===== config.mk =====
export PLATFORM = sky130hd
export DESIGN_NAME = filter_channel_update_core
export DESIGN_NICKNAME = d
export VERILOG_FILES = /design/src/rtl/fcu_pkg.sv /design/src/rtl/filter_channel_update_core.sv /design/src/rtl/fcu_div.sv
export SDC_FILE = /design/constraint.sdc
export NUM_CORES = 2
export LEC_CHECK = 0
export ABC_AREA = 1
export BUFFER_PORTS_ARGS = -buffer_cell sky130_fd_sc_hd__buf_2
export CAP_MARGIN = 30
export CORE_MARGIN = 1
export CORE_UTILIZATION = 50
export DETAILED_ROUTE_END_ITERATION = 10
export PLACE_DENSITY = 0.64
export SLEW_MARGIN = 20
export SYNTH_ARGS = -nofsm -noshare
export SYNTH_HDL_FRONTEND = slang
export SYNTH_SLANG_ARGS = --single-unit

===== constraint.sdc =====
create_clock -name clk -period 14.3 [get_ports clk]
set_clock_uncertainty 0.15 [all_clocks]
set_input_delay 1.43 -clock clk [delete_from_list [all_inputs] [get_ports clk]]
set_output_delay 1.43 -clock clk [all_outputs]
set_load 0.01 [all_outputs]

===== src/rtl/fcu_pkg.sv =====
// ----------------------------------------------------------------------------
// fcu_pkg: shared types and constants of the filter channel update block.
// Widths of the samples, the accumulators and the sequencer states.
// ----------------------------------------------------------------------------
`default_nettype none
package fcu_pkg;
	localparam int NumBits = 62;
	localparam int DenBits = 45;
	localparam int SampleBits = 16;

	// Sequencer steps that the control logic names: the denominator product
	// and the closing step that decides what follows the term.
	localparam logic [4:0] StepDen = 5'd18;
	localparam logic [4:0] StepLast = 5'd19;

	typedef enum logic [3:0] {
		ST_IDLE, ST_MUL, ST_DIV_RE, ST_DIV_IM, ST_OUT
	} fcu_state_t;
endpackage
`default_nettype wire


===== src/rtl/filter_channel_update_core.sv =====
// ----------------------------------------------------------------------------
// filter_channel_update_core: least-squares filter update for one channel.
// Accumulates numerator and denominator terms and divides on the last term unless the denominator is zero.
// ----------------------------------------------------------------------------
// Each accepted item is worked through by one shared 34x18 signed multiplier,
// one product per cycle: eight cross products of spectrum and filter, six
// squares for the magnitudes, four numerator products and one denominator
// product, followed by a closing step. An item not marked last then returns
// the sequencer to idle, and only then can the next item be accepted. An
// item marked last then runs two divisions, real part first, on a bit-serial
// divider before loading the output register; when the denominator is zero no
// division is needed and the register is loaded directly. The result item waits in
// the output register, so the next terms are accepted meanwhile; only a further
// result stalls, in its loading step, until the waiting one has been taken.
// s_tready is high only while the sequencer is idle. The accumulators are sized
// for runs of up to 4096 terms and wrap beyond that.
`default_nettype none
module filter_channel_update_core (
	input  wire logic         clk,
	input  wire logic         arst_n,
	input  wire logic         s_tvalid,
	output logic              s_tready,
	// tdata, lowest bit first: profile_re, profile_im, cs_pos_re, cs_pos_im,
	// ha_pos_re, ha_pos_im, cs_neg_re, cs_neg_im, ha_neg_re, ha_neg_im
	input  wire logic [10*fcu_pkg::SampleBits-1:0] s_tdata,
	input  wire logic         s_tlast,   // last_term
	output logic              m_tvalid,
	input  wire logic         m_tready,
	// tdata, lowest bit first: out_re, out_im
	output logic [63:0]       m_tdata,
	output logic              m_tuser    // zero_denominator
);
	import fcu_pkg::*;

	localparam int W = SampleBits;

	fcu_state_t state_q, state_d;
	logic [4:0] step_q;
	logic signed [W-1:0] x_q [10];
	logic last_q;
	logic signed [NumBits-1:0] nre_q, nim_q;
	logic [DenBits-1:0] den_q;
	// Cross products of spectrum and filter, held for the numerator pass.
	logic signed [2*W+1:0] pr_q, pi_q, qr_q, qi_q;
	// Squared magnitudes of both filter values and of the profile harmonic.
	logic [2*W+1:0] mhp_q, mhn_q, ms_q;
	logic [2*W+1:0] mag_sum;
	logic signed [2*W+1:0] ma;
	logic signed [W+1:0] mb;
	logic signed [3*W+3:0] prod;
	logic div_start, div_done, div_neg;
	logic [62:0] div_dvd;
	logic [31:0] div_quot;
	logic [31:0] re_q;
	logic [63:0] tdata_q;
	logic zero_q, oval_q;
	logic in_accept, out_load;
	logic signed [NumBits-1:0] div_src;

	assign s_tready = (state_q == ST_IDLE);
	assign in_accept = s_tvalid && s_tready;
	// The result is loaded once the output register is free or being emptied.
	assign out_load = (state_q == ST_OUT) && (!oval_q || m_tready);
	assign prod = ma * mb;
	// Each squared magnitude is scaled back to 15 fraction bits (Q2.15) before the sum.
	assign mag_sum = (mhp_q >> (W-1)) + (mhn_q >> (W-1));

	// Operand selection for the shared multiplier, one product per step.
	// The numerator is formed as (pr+qr)*sr + (pi-qi)*si for the real part
	// and (pi+qi)*sr + (qr-pr)*si for the imaginary part.
	always_comb begin
		unique case (step_q)
			5'd0:  begin ma = (2*W+2)'(x_q[2]); mb = (W+2)'(x_q[4]); end
			5'd1:  begin ma = (2*W+2)'(x_q[3]); mb = (W+2)'(x_q[5]); end
			5'd2:  begin ma = (2*W+2)'(x_q[2]); mb = (W+2)'(x_q[5]); end
			5'd3:  begin ma = (2*W+2)'(x_q[3]); mb = (W+2)'(x_q[4]); end
			5'd4:  begin ma = (2*W+2)'(x_q[6]); mb = (W+2)'(x_q[8]); end
			5'd5:  begin ma = (2*W+2)'(x_q[7]); mb = (W+2)'(x_q[9]); end
			5'd6:  begin ma = (2*W+2)'(x_q[6]); mb = (W+2)'(x_q[9]); end
			5'd7:  begin ma = (2*W+2)'(x_q[7]); mb = (W+2)'(x_q[8]); end
			5'd8:  begin ma = (2*W+2)'(x_q[4]); mb = (W+2)'(x_q[4]); end
			5'd9:  begin ma = (2*W+2)'(x_q[5]); mb = (W+2)'(x_q[5]); end
			5'd10: begin ma = (2*W+2)'(x_q[8]); mb = (W+2)'(x_q[8]); end
			5'd11: begin ma = (2*W+2)'(x_q[9]); mb = (W+2)'(x_q[9]); end
			5'd12: begin ma = (2*W+2)'(x_q[0]); mb = (W+2)'(x_q[0]); end
			5'd13: begin ma = (2*W+2)'(x_q[1]); mb = (W+2)'(x_q[1]); end
			5'd14: begin ma = pr_q + qr_q; mb = (W+2)'(x_q[0]); end
			5'd15: begin ma = pi_q - qi_q; mb = (W+2)'(x_q[1]); end
			5'd16: begin ma = pi_q + qi_q; mb = (W+2)'(x_q[0]); end
			5'd17: begin ma = qr_q - pr_q; mb = (W+2)'(x_q[1]); end
			StepDen: begin
				ma = $signed(mag_sum);
				mb = $signed((W+2)'(ms_q >> (W-1)));
			end
			default: begin ma = '0; mb = '0; end
		endcase
	end

	always_ff @(posedge clk or negedge arst_n) begin
		if (!arst_n) state_q <= ST_IDLE;
		else state_q <= state_d;
	end

	always_comb begin
		state_d = state_q;
		div_start = 1'b0;
		unique case (state_q)
			ST_IDLE: if (in_accept) state_d = ST_MUL;
			ST_MUL: if (step_q == StepLast) begin
				if (!last_q) state_d = ST_IDLE;
				else if (den_q == '0) state_d = ST_OUT;
				else begin state_d = ST_DIV_RE; div_start = 1'b1; end
			end
			ST_DIV_RE: if (div_done) begin state_d = ST_DIV_IM; div_start = 1'b1; end
			ST_DIV_IM: if (div_done) state_d = ST_OUT;
			ST_OUT: if (out_load) state_d = ST_IDLE;
			default: state_d = ST_IDLE;
		endcase
	end

	assign div_src = (state_q == ST_MUL) ? nre_q : nim_q;
	assign div_neg = div_src[NumBits-1];
	assign div_dvd = {(div_neg ? NumBits'(-div_src) : div_src), 1'b0};

	fcu_div u_div (
		.clk(clk), .arst_n(arst_n), .start(div_start), .dividend(div_dvd),
		.divisor(den_q), .neg(div_neg), .done(div_done), .quot(div_quot)
	);

	always_ff @(posedge clk or negedge arst_n) begin
		if (!arst_n) begin
			step_q <= '0; nre_q <= '0; nim_q <= '0; den_q <= '0;
			oval_q <= 1'b0;
		end else begin
			if (out_load) oval_q <= 1'b1;
			else if (m_tvalid && m_tready) oval_q <= 1'b0;
			if (in_accept) step_q <= '0;
			else if (state_q == ST_MUL) step_q <= step_q + 5'd1;
			if (state_q == ST_MUL) begin
				unique case (step_q)
					5'd14, 5'd15: nre_q <= nre_q + NumBits'(prod);
					5'd16, 5'd17: nim_q <= nim_q + NumBits'(prod);
					StepDen: den_q <= den_q + DenBits'(prod);
					default: ;
				endcase
			end
			if (out_load) begin
				nre_q <= '0; nim_q <= '0; den_q <= '0;
			end
		end
	end

	always_ff @(posedge clk) begin
		if (in_accept) begin
			for (int i = 0; i < 10; i++) x_q[i] <= s_tdata[i*W +: W];
			last_q <= s_tlast;
		end
		if (state_q == ST_MUL) begin
			unique case (step_q)
				5'd0:  pr_q <= (2*W+2)'(prod);
				5'd1:  pr_q <= pr_q - (2*W+2)'(prod);
				5'd2:  pi_q <= (2*W+2)'(prod);
				5'd3:  pi_q <= pi_q + (2*W+2)'(prod);
				5'd4:  qr_q <= (2*W+2)'(prod);
				5'd5:  qr_q <= qr_q + (2*W+2)'(prod);
				5'd6:  qi_q <= (2*W+2)'(prod);
				5'd7:  qi_q <= qi_q - (2*W+2)'(prod);
				5'd8:  mhp_q <= (2*W+2)'(prod);
				5'd9:  mhp_q <= mhp_q + (2*W+2)'(prod);
				5'd10: mhn_q <= (2*W+2)'(prod);
				5'd11: mhn_q <= mhn_q + (2*W+2)'(prod);
				5'd12: ms_q <= (2*W+2)'(prod);
				5'd13: ms_q <= ms_q + (2*W+2)'(prod);
				default: ;
			endcase
		end
		if (state_q == ST_DIV_RE && div_done) re_q <= div_quot;
		if (out_load) begin
			zero_q <= (den_q == '0);
			tdata_q <= (den_q == '0) ? 64'd0 : {div_quot, re_q};
		end
	end

	assign m_tvalid = oval_q;
	assign m_tdata = tdata_q;
	assign m_tuser = zero_q;
endmodule
`default_nettype wire


===== src/rtl/fcu_div.sv =====
// ----------------------------------------------------------------------------
// fcu_div: restoring divider, one quotient bit per cycle.
// Divides a 63-bit magnitude by a 45-bit positive divisor and saturates.
// ----------------------------------------------------------------------------
`default_nettype none
module fcu_div (
	input  wire logic        clk,
	input  wire logic        arst_n,
	input  wire logic        start,
	input  wire logic [62:0] dividend,
	input  wire logic [44:0] divisor,
	input  wire logic        neg,
	output logic             done,
	output logic [31:0]      quot
);
	import fcu_pkg::*;

	logic [62:0] q_q;
	logic [45:0] rem_q;
	logic [5:0]  cnt_q;
	logic        busy_q;
	logic        neg_q;
	logic [44:0] den_q;
	logic [46:0] trial;
	logic [45:0] shifted;

	// Overflow detection: a quotient above 32'h7FFFFFFF, or above 32'h80000000 when negative, saturates.
	assign shifted = {rem_q[44:0], q_q[62]};
	assign trial = {1'b0, shifted} - {2'b0, den_q};

	always_ff @(posedge clk or negedge arst_n) begin
		if (!arst_n) begin
			busy_q <= 1'b0;
			cnt_q <= '0;
			done <= 1'b0;
		end else begin
			done <= 1'b0;
			if (start) begin
				busy_q <= 1'b1;
				cnt_q <= 6'd62;
			end else if (busy_q) begin
				if (cnt_q == '0) begin
					busy_q <= 1'b0;
					done <= 1'b1;
				end else begin
					cnt_q <= cnt_q - 6'd1;
				end
			end
		end
	end

	always_ff @(posedge clk) begin
		if (start) begin
			q_q <= dividend;
			rem_q <= '0;
			den_q <= divisor;
			neg_q <= neg;
		end else if (busy_q) begin
			if (!trial[46]) begin
				rem_q <= trial[45:0];
				q_q <= {q_q[61:0], 1'b1};
			end else begin
				rem_q <= shifted;
				q_q <= {q_q[61:0], 1'b0};
			end
		end
	end

	always_comb begin
		if (neg_q) begin
			if (q_q > 63'h80000000) quot = 32'h80000000;
			else quot = 32'(~q_q[31:0] + 32'd1);
		end else begin
			if (q_q > 63'h7FFFFFFF) quot = 32'h7FFFFFFF;
			else quot = q_q[31:0];
		end
	end
endmodule
`default_nettype wire

==> out/results.txt <==
status: complete, no violations
dominant cell type by area after synthesis: edfxtp_1
Least-Margin Pin Slew: 1161 ps
Worst path max stage delay: 780 ps
initial core utilization: 50.44%
Inst Count DP: 16510
grt ovf: 0
vias in the first global route: 95800
Clock Root Buffer: clkbuf_16
Synth area leaders: edfxtp_1, nand2_1, fa_1, ha_1, inv_1
commonest non-fill, non-tap cell in the layout: nand2_1
setup violators final: 0
largest net degree at the start of global routing: 83
Vias/cell: 6.002
crit path DAT: 14370 ps
YS warnings: 0
clock sinks: 835
hold_buf cts: 0
DR WL/cell: 25.17 µm
critical path type: flip-flop to flip-flop
Die Ht: 440.3 µm
critical-path maximum fanout: 29
clk_lat worst skew: 830 ps
DIE WIDTH: 440.3 µm
startpoint types: flip-flop
sequential area share after synthesis: 24.66%
Avg Inst Size Synth: 6.955 µm²
Post-CTS Setup Repair Bufs: 0
Vias: 100500
nature of the critical path endpoint: flip-flop
layout cells sized above 1: 6.234%
Pre-antenna DRT Iters: 7
Placed Area: 101600 µm²
Synthesized Nets: 15240
Fill cells: 18620
Fin Setup TNS: 0 ps
Resized cells post-CTS: 0
Tightest Hold Check Type: flip-flop to flip-flop
R2R Path Start: step_q[2]
min cycle time layout: 13840 ps
gr usage total: 42.75%
top-area cell type share of the netlist area: 18.85%
Unique masters post-synth: 61
Routability Congestion: 1.110
worst endpoint required time: 14820 ps
Fin. Hold Viols: 0
ys flop type: edfxtp_1
WL final: 421300 µm
critical path's slowest cell: xnor2_4
number of routed nets with antenna violations: 0
CTS tree: done
Final #Nets: 15540
maxcap violations: 0
initial antenna violation count: 29
max-slew violation count: 0
# H-tree levels: 3
Rows: 160
clock buffer depth: 3
CTS Buf Count: 101
finished layout cell area: 105500 µm²
Post-Syn Area: 96040 µm²
DP Wirelength: 337900 µm
die footprint: 193800 µm²
RSZ-0062 raised after global routing: no
most frequent cells in the layout: nand2_1, inv_1, nor2_1, o21ai_0, a21oi_1
core area: 190400 µm²
Initial DRC Count: 11350
Reg clk slew, reported paths: 60 ps
max-slew headroom at the worst pin: 21.79%
IO Pins: 232
share of the clock period used by the worst path: 96.79%
Port Buf Inserts: 231
fraction of registers with async set/reset: 22.28%
Post-route DRC: 0
Yosys reg bits: 835
Area growth, synth to finish: 9.835%
post-synthesis cell count: 13810
final cell count without fillers: 16740
Post-synth EDFFs: 603
FMAX: 72.25 MHz
first-pass GRT wire length: 613900 µm
Setup crit start: step_q[2]
hold_sp: u_div.rem_q[31]
logic make-up (layout without fill, tap and decap cells):
logic type	count (synthesis)	after routing	synth area share, %
and+or+nand+nor	6648	6648	28.65
buffers and inverters	2467	2855	9.779
AOI/OAI and AO/OA	2360	2360	13.61
adders and majority gates	1263	1263	21.15
DFF	835	835	24.66
xor gates and xnor gates	236	236	2.152
other	0	32	0
registers in the layout, indices dropped and copies added (netlist names), 5 cells and up:
name,flops
den_q,45
m_tdata,64
mhn_q,34
mhp_q,34
ms_q,33
nim_q,62
nre_q,62
pi_q,34
pr_q,34
qi_q,34
qr_q,34
re_q,32
step_q,5
u_div.cnt_q,6
u_div.den_q,45
u_div.q_q,63
u_div.rem_q,45
x_q,160
final timing paths:
check	cells past startpoint	slack, ps	endpoint
max	55	460	nre_q[38]
min	2	320	u_div.rem_q[31]
max reg2reg	55	460	nre_q[38]
min reg2reg	2	320	u_div.rem_q[31]
max in group asynchronous	2	12050	den_q[25]
min in group asynchronous	1	530	nre_q[50]
metrics by stage:
step / utilization [%] / worst slack [ps] / hold WS [ps]
2_1_floorplan: - / 3834 / 292.6
3_3_place_gp: 53.28 / 847.0 / 306.6
3_5_place_dp: 53.37 / 828.9 / 311.0
4_1_cts: 55.27 / 893.3 / 320.7
5_1_grt: 55.37 / 55.88 / 338.9
6_report: 55.40 / 458.9 / 319.8
metal layers:
layer	routed length [µm]	share of wire (%)	global-route usage, %	vias up
li1	-	-	-	45590
met1	161200	38	53.09	47510
met2	180600	43	64.75	5946
met3	43300	10	10.07	1414
met4	36180	8.6	31.56	8
met5	52	0.012	0	-
critical path: cells and delay by family (launching register included):
kind                     cells  cell delay [ps]
flip-flops                   1              470
AO/OA/AOI/OAI                5              830
adder cells (fa/ha/maj)      9             4150
XOR/XNOR                     2              960
buffers and inverters       12             2110
AND/OR/NAND/NOR             27             5020
synth_stat cells (9+ instances only):
master	instances
inv_1	2167
nor2_1	1508
clkbuf_1	166
o221a_2	19
and3_1	16
a31oi_1	68
o22ai_1	84
nand3_2	16
a211oi_1	9
fa_1	600
xnor2_1	97
a22oi_1	13
o21ai_1	19
a21o_1	78
a21boi_0	32
nand4_1	183
nor3_1	148
nand3_1	822
buf_1	18
dfrtp_1	186
a22o_1	10
a21oi_1	869
edfxtp_1	603
buf_2	81
inv_2	22
o21a_1	23
nand2_1	3716
nand3b_1	46
xor2_1	139
o21bai_1	71
o21ai_0	953
nor2_2	13
nor4_1	63
o211ai_1	52
a221oi_1	14
or2_2	92
o31ai_1	12
dfxtp_1	46
ha_1	663
cell type report:
class / instances / area (µm²) / area share, %
antenna: 32 / 80.08 / 0.07592
clock buffer: 126 / 2681 / 2.542
clock inverter: 64 / 953.4 / 0.9039
inverter: 2195 / 8239 / 7.811
multi-input combinational: 10510 / 63500 / 60.20
sequential: 835 / 23680 / 22.45
tap: 2511 / 3142 / 2.979
timing repair buffer: 470 / 3207 / 3.040
Power is left out: the tool's default activity adds up to more than one toggle a clock period on the data nets, which glitch-free logic cannot reach.
